## src/rtl/bgg_pkg.sv

```systemverilog
`timescale 1ns / 1ps
// Shared types, constants and codes of the bilinear grid gradient sampler.
package bgg_pkg;

    localparam int NUM_LAYERS_DEF = 4;
    localparam int MAX_GRID_DEF   = 64;

    localparam int OP_W      = 2;
    localparam int LAYER_W   = 2;
    localparam int INDEX_W   = 6;
    localparam int DATA_W    = 32;
    localparam int FRAC_W    = 16;
    localparam int CFG_CNT_W = 7;
    localparam int CFG_IDX_W = 4;
    localparam int CNT_REGS  = 4;
    localparam int CNT_SEL_W = 2;

    // Operand, product, numerator widths of the gradient arithmetic.
    localparam int OPND_W = DATA_W + 1;
    localparam int PROD_W = 2 * OPND_W;
    localparam int NUM_W  = PROD_W + 1;

    localparam int DIV_STEPS = DATA_W;
    localparam int DIV_CNT_W = $clog2(DIV_STEPS);
    localparam logic [DIV_CNT_W-1:0] DIV_LAST = DIV_CNT_W'(DIV_STEPS - 1);

    localparam logic [DATA_W-1:0] SAT_MAX = {1'b0, {(DATA_W-1){1'b1}}};
    localparam logic [DATA_W-1:0] SAT_MIN = {1'b1, {(DATA_W-1){1'b0}}};

    // Request operation codes.
    localparam logic [OP_W-1:0] IN_WR_X  = 2'd0;
    localparam logic [OP_W-1:0] IN_WR_Y  = 2'd1;
    localparam logic [OP_W-1:0] IN_WR_F  = 2'd2;
    localparam logic [OP_W-1:0] IN_QUERY = 2'd3;

    // Fetch sequence: the read issued at step k is captured at step k + 1.
    localparam int FETCH_W = 3;
    localparam logic [FETCH_W-1:0] FET_AX_LO  = 3'd0;
    localparam logic [FETCH_W-1:0] FET_AX_HI  = 3'd1;
    localparam logic [FETCH_W-1:0] FET_F11    = 3'd2;
    localparam logic [FETCH_W-1:0] FET_F21    = 3'd3;
    localparam logic [FETCH_W-1:0] FET_F12    = 3'd4;
    localparam logic [FETCH_W-1:0] FET_F22    = 3'd5;
    localparam logic [FETCH_W-1:0] FET_FINAL  = 3'd6;

    // Products formed by the shared multiplier, in order.
    localparam int MUL_W = 3;
    localparam logic [MUL_W-1:0] MUL_DEN  = 3'd0;
    localparam logic [MUL_W-1:0] MUL_GX_A = 3'd1;
    localparam logic [MUL_W-1:0] MUL_GX_B = 3'd2;
    localparam logic [MUL_W-1:0] MUL_GY_A = 3'd3;
    localparam logic [MUL_W-1:0] MUL_GY_B = 3'd4;

    typedef enum logic [3:0] {
        ST_IDLE,
        ST_FIRST,
        ST_LAST,
        ST_CHECK,
        ST_SRCH_A,
        ST_SRCH_B,
        ST_FETCH,
        ST_WIDTH,
        ST_MUL_LD,
        ST_MUL_RUN,
        ST_MUL_ST,
        ST_DIV_INIT,
        ST_DIV_STEP,
        ST_DIV_END,
        ST_OUT
    } ctrl_state_t;

    typedef enum logic [3:0] {
        OP_NONE,
        OP_ACCEPT,
        OP_RD_FIRST,
        OP_RD_LAST,
        OP_CHECK,
        OP_SRCH_ADDR,
        OP_SRCH_UPD,
        OP_FETCH,
        OP_WIDTH,
        OP_MUL_LD,
        OP_MUL_RUN,
        OP_MUL_ST,
        OP_DIV_INIT,
        OP_DIV_STEP,
        OP_DIV_END,
        OP_OUT
    } dp_op_t;

    typedef struct packed {
        dp_op_t              op;
        logic [LAYER_W-1:0]  layer;
        logic [FETCH_W-1:0]  cnt;
        logic [MUL_W-1:0]    mul_idx;
        logic                div_y;
    } dp_cmd_t;

    typedef struct packed {
        logic is_query;
        logic ok;
        logic search_done;
        logic res_free;
    } dp_stat_t;

    typedef struct packed {
        logic [OP_W-1:0]           op;
        logic [LAYER_W-1:0]        layer_sel;
        logic [INDEX_W-1:0]        row_index;
        logic [INDEX_W-1:0]        col_index;
        logic signed [DATA_W-1:0]  data_value;
        logic signed [DATA_W-1:0]  query_x;
        logic signed [DATA_W-1:0]  query_y;
    } in_item_t;

    typedef struct packed {
        logic [LAYER_W-1:0]        layer_out;
        logic signed [DATA_W-1:0]  grad_x;
        logic signed [DATA_W-1:0]  grad_y;
        logic                      inside_res;
        logic                      last;
    } out_item_t;

endpackage

```

## src/rtl/bgg_ctrl.sv

```systemverilog
`timescale 1ns / 1ps
// Sequencer of the gradient sampler: search, fetch, multiply, divide, emit.
module bgg_ctrl #(
    parameter int NUM_LAYERS = bgg_pkg::NUM_LAYERS_DEF
) (
    input  logic              clk,
    input  logic              rst_n,
    input  logic              in_valid,
    output logic              in_ready,
    output bgg_pkg::dp_cmd_t  cmd,
    input  bgg_pkg::dp_stat_t stat
);
    import bgg_pkg::*;

    ctrl_state_t            state_reg, state_next;
    logic [LAYER_W-1:0]     layer_reg, layer_next;
    logic [FETCH_W-1:0]     cnt_reg, cnt_next;
    logic [MUL_W-1:0]       mul_reg, mul_next;
    logic [DIV_CNT_W-1:0]   div_reg, div_next;
    logic                   final_layer;

    assign final_layer = (int'(layer_reg) == NUM_LAYERS - 1);

    always_ff @(posedge clk or negedge rst_n)
    begin
        if (!rst_n)
        begin
            state_reg <= ST_IDLE;
            layer_reg <= '0;
            cnt_reg   <= '0;
            mul_reg   <= '0;
            div_reg   <= '0;
        end
        else
        begin
            state_reg <= state_next;
            layer_reg <= layer_next;
            cnt_reg   <= cnt_next;
            mul_reg   <= mul_next;
            div_reg   <= div_next;
        end
    end

    always_comb
    begin
        state_next  = state_reg;
        layer_next  = layer_reg;
        cnt_next    = cnt_reg;
        mul_next    = mul_reg;
        div_next    = div_reg;
        in_ready    = 1'b0;
        cmd.op      = OP_NONE;
        cmd.layer   = layer_reg;
        cmd.cnt     = cnt_reg;
        cmd.mul_idx = mul_reg;
        cmd.div_y   = (mul_reg == MUL_GY_B);
        case (state_reg)
            ST_IDLE:
            begin
                in_ready = 1'b1;
                if (in_valid)
                begin
                    cmd.op = OP_ACCEPT;
                    if (stat.is_query)
                    begin
                        layer_next = '0;
                        state_next = ST_FIRST;
                    end
                end
            end
            ST_FIRST:
            begin
                cmd.op     = OP_RD_FIRST;
                state_next = ST_LAST;
            end
            ST_LAST:
            begin
                cmd.op     = OP_RD_LAST;
                state_next = ST_CHECK;
            end
            ST_CHECK:
            begin
                cmd.op     = OP_CHECK;
                state_next = ST_SRCH_A;
            end
            ST_SRCH_A:
            begin
                if (!stat.ok)
                begin
                    state_next = ST_OUT;
                end
                else if (stat.search_done)
                begin
                    cnt_next   = FET_AX_LO;
                    state_next = ST_FETCH;
                end
                else
                begin
                    cmd.op     = OP_SRCH_ADDR;
                    state_next = ST_SRCH_B;
                end
            end
            ST_SRCH_B:
            begin
                cmd.op     = OP_SRCH_UPD;
                state_next = ST_SRCH_A;
            end
            ST_FETCH:
            begin
                cmd.op   = OP_FETCH;
                cnt_next = cnt_reg + 1'b1;
                if (cnt_reg == FET_FINAL)
                begin
                    state_next = ST_WIDTH;
                end
            end
            ST_WIDTH:
            begin
                cmd.op     = OP_WIDTH;
                mul_next   = MUL_DEN;
                state_next = ST_MUL_LD;
            end
            ST_MUL_LD:
            begin
                if (!stat.ok)
                begin
                    state_next = ST_OUT;
                end
                else
                begin
                    cmd.op     = OP_MUL_LD;
                    state_next = ST_MUL_RUN;
                end
            end
            ST_MUL_RUN:
            begin
                cmd.op     = OP_MUL_RUN;
                state_next = ST_MUL_ST;
            end
            ST_MUL_ST:
            begin
                cmd.op = OP_MUL_ST;
                if (mul_reg == MUL_GX_B || mul_reg == MUL_GY_B)
                begin
                    state_next = ST_DIV_INIT;
                end
                else
                begin
                    mul_next   = mul_reg + 1'b1;
                    state_next = ST_MUL_LD;
                end
            end
            ST_DIV_INIT:
            begin
                cmd.op     = OP_DIV_INIT;
                div_next   = '0;
                state_next = ST_DIV_STEP;
            end
            ST_DIV_STEP:
            begin
                cmd.op   = OP_DIV_STEP;
                div_next = div_reg + 1'b1;
                if (div_reg == DIV_LAST)
                begin
                    state_next = ST_DIV_END;
                end
            end
            ST_DIV_END:
            begin
                cmd.op = OP_DIV_END;
                if (mul_reg == MUL_GX_B)
                begin
                    mul_next   = MUL_GY_A;
                    state_next = ST_MUL_LD;
                end
                else
                begin
                    state_next = ST_OUT;
                end
            end
            ST_OUT:
            begin
                if (stat.res_free)
                begin
                    cmd.op = OP_OUT;
                    if (final_layer)
                    begin
                        state_next = ST_IDLE;
                    end
                    else
                    begin
                        layer_next = layer_reg + 1'b1;
                        state_next = ST_FIRST;
                    end
                end
            end
            default:
            begin
                state_next = ST_IDLE;
            end
        endcase
    end

`ifndef NO_ASSERTIONS
    a_query_ends: assert property (@(posedge clk) disable iff (!rst_n)
        (state_reg == ST_OUT && stat.res_free && final_layer) |=> state_reg == ST_IDLE)
        else $error("query did not return to idle after the final layer");

    a_div_length: assert property (@(posedge clk) disable iff (!rst_n)
        (state_reg == ST_DIV_STEP && div_reg == DIV_LAST) |=> state_reg == ST_DIV_END)
        else $error("division did not end after its last step");

    a_bad_cell_skips: assert property (@(posedge clk) disable iff (!rst_n)
        (state_reg == ST_MUL_LD && !stat.ok) |=> state_reg == ST_OUT)
        else $error("zero width cell was not sent straight to the output");
`endif
endmodule

```

## config.mk

```make
export PLATFORM = sky130hd
export DESIGN_NAME = bgg_ctrl
export DESIGN_NICKNAME = d
export VERILOG_FILES = /design/src/rtl/bgg_pkg.sv /design/src/rtl/bgg_ctrl.sv
export SDC_FILE = /design/constraint.sdc
export NUM_CORES = 1
export LEC_CHECK = 0
export BUFFER_PORTS_ARGS = -buffer_cell sky130_fd_sc_hd__buf_4
export CAP_MARGIN = 20
export CORE_ASPECT_RATIO = 1.25
export CORE_MARGIN = 1
export CORE_UTILIZATION = 50
export CTS_BUF_LIST = sky130_fd_sc_hd__clkbuf_8
export DETAILED_ROUTE_END_ITERATION = 7
export PLACE_DENSITY = 0.74
export SLEW_MARGIN = 15
export SYNTH_ARGS = -nofsm -noshare
export SYNTH_HDL_FRONTEND = slang
export SYNTH_SLANG_ARGS = --single-unit
```

## constraint.sdc

```tcl
create_clock -name clk -period 1.9 [get_ports clk]
set_input_delay 0.095 -clock clk [delete_from_list [all_inputs] [get_ports clk]]
set_output_delay 0.095 -clock clk [all_outputs]
set_load 0.05 [all_outputs]
```

After elaboration in Yosys (flattened, before gate mapping)
Index checks and enable logic that the tools add are counted.

operators by class
  add/sub/neg operators = 4
  equal/unequal tests = 29
  muxes and demuxes = 31
  reductions and logical operators = 11

operator list
  kind                 number
  $pmux 4 s15          1
  $pmux 4 s14          1
  $mux 4               8
  $eq 4x4->1 const B   7
  $mux 3               8
  $ne 2x2->1 const B   10
  $eq 4x3->1 const B   4
  $mux 2               6
  $pmux 5 s2           1
  $reduce_and 5->1     2
  $pmux 3 s3           1
  $eq 4x2->1 const B   2
  $add 3x1->3 const B  2
  $eq 3x3->1 const B   2
  $pmux 3 s2           1
  $reduce_and 3->1     2
  $reduce_bool 2->1    3
  $add 5x1->5 const B  1
  $eq 5x5->1 const B   1
  $eq 4x1->1 const B   1
  $logic_not 4->1      1
  $pmux 2 s2           1
  $eq 3x2->1 const B   1
  $mux 1               3
  other kinds (5)      5

word-level totals
  register bits after elaboration = 17
  input bits = 7
  output and inout bits = 14
  logic and storage cells = 80

Depth between registers and ports, before layout
Gate-level depths: netlist of run 1.

  depth after elaboration = 4
  depth in mapped cells = 7
  depth with buffers taken out = 7

Worst setup path before layout of run 1
OpenSTA, ideal clock, no wires.

  path type = flip-flop to flip-flop
  from = reg state_reg[3]
  to = reg layer_reg[0]
  library setup time = 0.128 ns
  arrival = 2.212 ns
  required time = 1.772 ns
  slack = -0.439 ns
  cell stages (with the launch flop) = 5
  buffers on the path = 0
  clock period less this slack = 2.339 ns
  cells stage by stage = dfrtp_1 nor4_2 and3_1 o21ai_1 mux2_1

between the ends
  word-level cells in the longest chain between the ends = 3
  elaborated cells between the ends (all ways) = 9
  classes of those cells = eq/ne: 5; mux: 1; reduce/logical: 3

ends and longest elaborated chain
  item                                                              RTL line        RTL
  start: declaration                                                bgg_ctrl.sv:15  ctrl_state_t state_reg, state_next;
  start signal: assignment                                          bgg_ctrl.sv:36  state_reg <= state_next;
  $eq 4x4->1 / $logic_not 4->1 (equally long branches)              bgg_ctrl.sv:57  case (state_reg)
  $ne 2x2->1 (no line) / $reduce_bool 2->1 (equally long branches)  -
  $reduce_and 5->1 (no line)                                        -
  end signal: assignment                                            bgg_ctrl.sv:37  layer_reg <= layer_next;
  end: declaration                                                  bgg_ctrl.sv:16  logic [LAYER_W-1:0] layer_reg, layer_next;

Parallel ways exist; a longest one is shown, timed or not.
A chain may end at the register's enable or synchronous reset.

==> out/qor.yml, run 1 <==
status: "complete, no violations"
post-synth-top-area-cell: "dfrtp_1"
drt-total-wl_um: 3297
grt_overflow_total: 0
finalClockSkew_ps: 1.940
timing.fmax_ghz: 0.5430
async_flop_share: 1.000
insertion_delay_ps: 260
cts_max_level: 1
synthTopCellsByArea: "dfrtp_1, ha_1, a21oi_1"
cp-start-kind: "flop"
yosysWarnings: 0
io_pins: 21
clk_path_buf_depth: 2
synth_area_um2: 1363
gr-usage-all-layers: 0.2465
tritoncts.num_buffers: 3
vias: 1317
grt_max_degree: 18
initial_utilization: 0.5445
period_share: 0.9693
cts_sinks: 17
die_area_um2: 2939
setup_viol: 0
syn_area_per_cell_um2: 8.516
globalplace.congestion: 0.8747
antenna_cells: 0
fin_crit_ps: 1842
drt_pass1_iterations: 4
fin_area_um2: 1730
worstPathArrival_ps: 1750
ys.flop_type: "dfrtp_1"
final_antenna_net_count: 0
synthTopCellsByCount: "dfrtp_1, a21oi_1, nand2_1, nor2_1, ha_1"
critPathCaptureType: "output pin"
dp_hpwl_um: 2399
portBuffers: 20
final_net_count: 204
slew_violations: 0
grt_pass1_wl_um: 5533
power.density_nw_per_um2: 1983
cp_data_required_time_ps: 1800
hp-class: "input pin to flop"
hold_depth: 4
tightestPinTransition_ps: 405.5
path_clk_slew_ps: 70
grt_pass1_vias: 1260
postLayoutSetupSlackWorst_ps: 58.39
core_um2: 2502
synth-edff-count: 0
dieWidth_um: 48.69
finalSetupTns_ps: 0
area_growth_pct: 27.00
post-route-util: 0.6915
post-place-ws_ps: 16.01
synth-seq-area-share: 0.3122
yosysTopAreaCellShare: 0.3122
crit_fanout: 13
synth_cells: 160
slew_headroom: 0.7260
drt_iter0_drc: 43
synth.most_common_cell: "dfrtp_1"
leakage_nw: 0.7676
hold_viol: 0
root_buffer: "clkbuf_8"
largest_reg_flops: 5
postPlaceCellArea_um2: 1604
synth_fp_nets: 175
cts_tree: "built"
ir_drop_mv: 1.199
antenna_found_initial: 0
rsz0062_at_grt: "no"
crit_type: "flop to output pin"
drv_cap: 0
wl_per_cell_um: 14.92
ff2ff_path_depth: 7
drive_above_1_share: 0.3457
rows: 20
dieHeight_um: 60.37
ys_seq_elements: 17
via_per_inst: 5.959
ys_types: 51
drc_errors: 0
cells in the final DEF, fill, tap and decap left out, types with 2 or more instances in the layout:
master	synthesis	final
dfrtp_2	0	6
o21ai_0	7	6
clkbuf_8	0	3
a21o_1	2	2
nand4bb_1	2	2
mux2i_1	2	2
ha_2	0	4
a31o_2	2	2
nor2_1	12	11
nand3b_1	2	2
or4b_1	2	2
and3_1	4	2
and3_4	0	2
o21ai_1	2	3
nor2b_1	7	7
dfrtp_1	17	11
nand3_1	2	2
nand4_1	3	3
nor3_1	3	2
inv_1	5	4
a21oi_2	0	2
o22ai_1	6	6
nor3b_1	2	2
nand2_1	12	12
buf_4	0	33
a21oi_1	14	12
nand2b_1	4	4
or3_1	3	3
ha_1	8	4
worst max-delay path, stage by stage (launching register included):
cell and delay (ps):
dfrtp_2 450, buf_4 190, or3_1 420, a21oi_2 190, nor3_4 40, buf_4 190
cells by family after synthesis:
group / count (synthesis) / synth area share
muxes: 5 / 0.03948
DFF: 17 / 0.3122
buffers and inverters: 16 / 0.05418
and+or+nand+nor: 65 / 0.2810
adders and majority gates: 8 / 0.07346
AOI/OAI and AO/OA: 49 / 0.2397
area by class of cell:
type / count / area, um^2
Inverter: 5 / 18.77
Clock buffer: 3 / 41.29
Clock inverter: 1 / 5.005
Fill cell: 206 / 772.0
Timing Repair Buffer: 35 / 269.0
Multi-Input combinational cell: 127 / 922.1
Sequential cell: 17 / 432.9
Tap cell: 33 / 41.29
stage by stage:
| stage | instances | hold slack, ps | total power, mW |
|---|---|---|---|
| floorplan | 160 | -200.6 | 2.379 |
| global placement | 212 | -25.55 | 2.917 |
| detailed placement | 212 | -23.84 | 2.978 |
| CTS | 217 | 147.1 | 3.290 |
| global route | 221 | 177.8 | 3.676 |
| finish | 221 | 154.9 | 3.431 |
final timing paths:
check,startpoint,end,slack (ps)
min in group asynchronous,rst_n,layer_reg[1]$_DFFE_PN0P_,230
worst max-delay path,state_reg[0]$_DFFE_PN0P_,cmd[12],60
worst min register to register,cnt_reg[1]$_DFFE_PN0P_,cnt_reg[1]$_DFFE_PN0P_,550
worst min-delay path,stat[2],state_reg[2]$_DFFE_PN0P_,150
max in group asynchronous,rst_n,mul_reg[0]$_DFFE_PN0P_,1450
worst max register to register,div_reg[0]$_DFFE_PN0P_,state_reg[1]$_DFFE_PN0P_,100
metal layers:
layer  track usage  wire length [um]  up-vias
li1              -                 -      648
met1        0.3073              1432      631
met2        0.4365              1674       33
met3       0.02256               140        5
met4        0.1176                48        0
met5             0                 0        -
repair_timing:
action | in CTS | in global routing
buffers inserted | 0 | 4
hold buffers | 1 | 0
setup endpoints to repair | 2 | 6
hold endpoints to repair | 17 | 0
pin swaps | 0 | 4
gates resized for setup | 4 | 10
where the power goes:
group          switching [mW]  total [mW]  internal, mW  leakage [nW]
logic                    1.44        2.42         0.972         0.535
registers               0.199       0.734         0.534         0.207
clock network           0.136       0.282         0.146        0.0255
(Power assumes the default switching activity.)
==> inputs of run 2 (changes only) <==
--- a/config.mk
+++ b/config.mk
@@ -12,4 +12,5 @@
 export CORE_UTILIZATION = 50
 export CTS_BUF_LIST = sky130_fd_sc_hd__clkbuf_8
+export CTS_CLUSTER_DIAMETER = 40
 export DETAILED_ROUTE_END_ITERATION = 7
 export PLACE_DENSITY = 0.74
==> constraint.sdc (replaced) <==
create_clock -name clk -period 1.9 [get_ports clk]
set_input_delay 0.38 -clock clk [delete_from_list [all_inputs] [get_ports clk]]
set_output_delay 0.38 -clock clk [all_outputs]
set_load 0.05 [all_outputs]
==> run 2 against run 1 <==
The flow now finishes with violations (negative setup slack). Highest routed layer unchanged. Critical path type unchanged. Cell count rose by 6.3%. Combinational power rose by 17%. Routed wire length rose by 21%. Largest cell class unchanged. Clock skew rose by 1.0 ps. Via count rose by 9.7%. Largest power group unchanged.
==> out/qor.yml, run 2 (synthesis gave the netlist of run 1 again) <==
power.density_nw_per_um2: 2037  # +2.8%
grt_pass1_wl_um: 6223  # +12%
crit_buf_inv: 1  # -1
final_net_count: 218  # +6.9%
cp_slowest_stage_delay_ps: 460  # about the same
final_antenna_net_count: 0  # unchanged
whs_ps: 468.2  # +313.3 ps
cp-start-kind: "flop"
dieWidth_um: 48.69  # unchanged
insertion_delay_ps: 260  # about the same
period_share: 1.008  # +0.03892
cpLargestDelayFamily: "flip-flops"
layout_common_cells: "buf_4, a21oi_1, dfrtp_1"
min_from: "stat[2]"
setup_viol: 2  # +2
post-place-ws_ps: -22.36  # -38.37 ps
postLayoutSetupSlackWorst_ps: -15.57  # -73.95 ps
fin_crit_ps: 1916  # +73.95 ps
power.internal_mw: 1.893  # +15%
drt-total-wl_um: 3978  # +21%
wl_per_cell_um: 16.93  # +13%
hold_viol: 0  # unchanged
drv_cap: 0  # unchanged
status: "finished, violations left"
fin_cells: 235  # +6.3%
via_per_inst: 6.149  # +3.2%
slew_headroom: 0.7576  # +0.03167
crit_type: "flop to output pin"
initial_utilization: 0.5445  # unchanged
root_buffer: "clkbuf_8"
path_clk_slew_ps: 80  # about the same
tritoncts.num_buffers: 3  # unchanged
clk_path_buf_depth: 2  # unchanged
io_pins: 21  # unchanged
drive_above_1_share: 0.4010  # +0.05525
cp_cell_sequence: "or3_1, a21oi_2, nor3_4, buf_6"
portBuffers: 20  # unchanged
crit_slowest_cell: "dfrtp_2"
fin_area_um2: 1882  # +8.7%
antenna_found_initial: 0  # unchanged
tightestPinTransition_ps: 359.6  # -45.91 ps
grt_pass1_vias: 1429  # +13%
gr-usage-all-layers: 0.2779  # +0.03140
p_seq_frac: 0.192  # -0.022
rows: 20  # unchanged
r2r-start: "div_reg[0]$_DFFE_PN0P_"
violations: "negative setup slack"
p_sw_mw: 1.941  # +9.1%
crit_start: "state_reg[1]$_DFFE_PN0P_"
cts_max_level: 1  # unchanged
cts_tree: "built"
core_um2: 2502  # unchanged
postPlaceCellArea_um2: 1692  # +5.5%
area_growth_pct: 38.11
switching_share: 0.5062  # -0.01218
combPwrFrac: 0.734  # +0.030
grt_max_degree: 18  # unchanged
hold_depth: 4  # unchanged
timing.fmax_ghz: 0.5220  # -3.9%
layout_commonest_cell: "buf_4"
path_depth: 4  # -1
slew_violations: 0  # unchanged
grt_overflow_total: 0  # unchanged
globalplace.congestion: 0.8824  # +0.88%
largest_reg_flops: 5  # unchanged
rsz0062_at_grt: "yes"
crit_fanout: 7  # -6
clkPwrFrac: 0.074  # -0.008
cp_data_required_time_ps: 1520  # -280 ps
hp-class: "input pin to flop"
vias: 1445  # +9.7%
antenna_cells: 0  # unchanged
worstPathArrival_ps: 1540  # -210 ps
finalSetupTns_ps: -21.57  # -21.57 ps
dp_hpwl_um: 2697  # +12%
drt_iter0_drc: 54  # +26%
leakage_nw: 0.8648  # +13%
drc_errors: 0  # unchanged
finalClockSkew_ps: 2.954  # +1.014 ps
dp_cells: 221  # +4.2%
ff2ff_path_depth: 7  # unchanged
cts_sinks: 17  # unchanged
dieHeight_um: 60.37  # unchanged
critPathCaptureType: "output pin"
ir_drop_mv: 1.369  # +14%
drt_pass1_iterations: 4  # unchanged
die_area_um2: 2939  # unchanged
## run 2: cell count changes in the layout (fill, tap and decap cells not counted), sizes merged
cell	previous run	this run
buf	34	48
clkinv	1	0
inv	5	6
## run 2: power by group through the flow
stage	Sequential (mW)	Clock, mW	Combinational (mW)
after floorplan	0.882	0	1.55
after global placement	0.748	0	2.34
after detailed placement	0.760	0	2.40
after CTS	0.729	0.288	2.66
after global routing	0.755	0.303	2.98
final	0.734	0.284	2.82
## run 2: layout make-up
cell class,count,area (um^2)
clock buffers,3,41.29
clock inverters,1,3.754
fillers,182,620.6
inverters,5,18.77
multi-input cells,127,952.2
flip-flops and latches,17,431.7
well taps,33,41.29
repair buffers,49,392.9
## run 2: worst register-to-register path, cell delays in order (launching register included)
cell and delay (ps):
dfrtp_1 390, ha_1 230, and3_1 190, ha_1 170, mux2i_1 140, nand4_1 130
and3_4 200, mux2_1 300
## run 2: path summary, 6_finish.rpt
check	endpoint	slack, ps
max	cmd[12]	-20
min	state_reg[2]$_DFFE_PN0P_	470
max reg2reg	state_reg[1]$_DFFE_PN0P_	30
min reg2reg	cnt_reg[2]$_DFFE_PN0P_	550
max in group asynchronous	state_reg[3]$_DFFE_PN0P_	1170
min in group asynchronous	cnt_reg[2]$_DFFE_PN0P_	520
## run 2: what timing repair did
action | in CTS | in global routing
hold endpoints to repair | 17 | 0
buffers inserted | 5 | 4
setup endpoints to repair | 6 | 5
gates resized for setup | 15 | 5
pin swaps | 3 | 1
hold buffers | 1 | 0
## run 2: through the flow
| stage | util | total power [mW] |
|---|---|---|
| finish | 0.7520 | 3.834 |
| detailed placement | 0.6760 | 3.164 |
| floorplan | - | 2.428 |
| global route | 0.7520 | 4.041 |
| global placement | 0.6760 | 3.089 |
| CTS | 0.7320 | 3.673 |
## run 2: routing by layer
metal | GRT usage | up-vias | routed length, um
met4 | 0.1471 | 0 | 79
met1 | 0.3197 | 713 | 1684
met2 | 0.5159 | 43 | 2105
li1 | - | 679 | -
met5 | 0 | - | 0
met3 | 0.03008 | 10 | 109
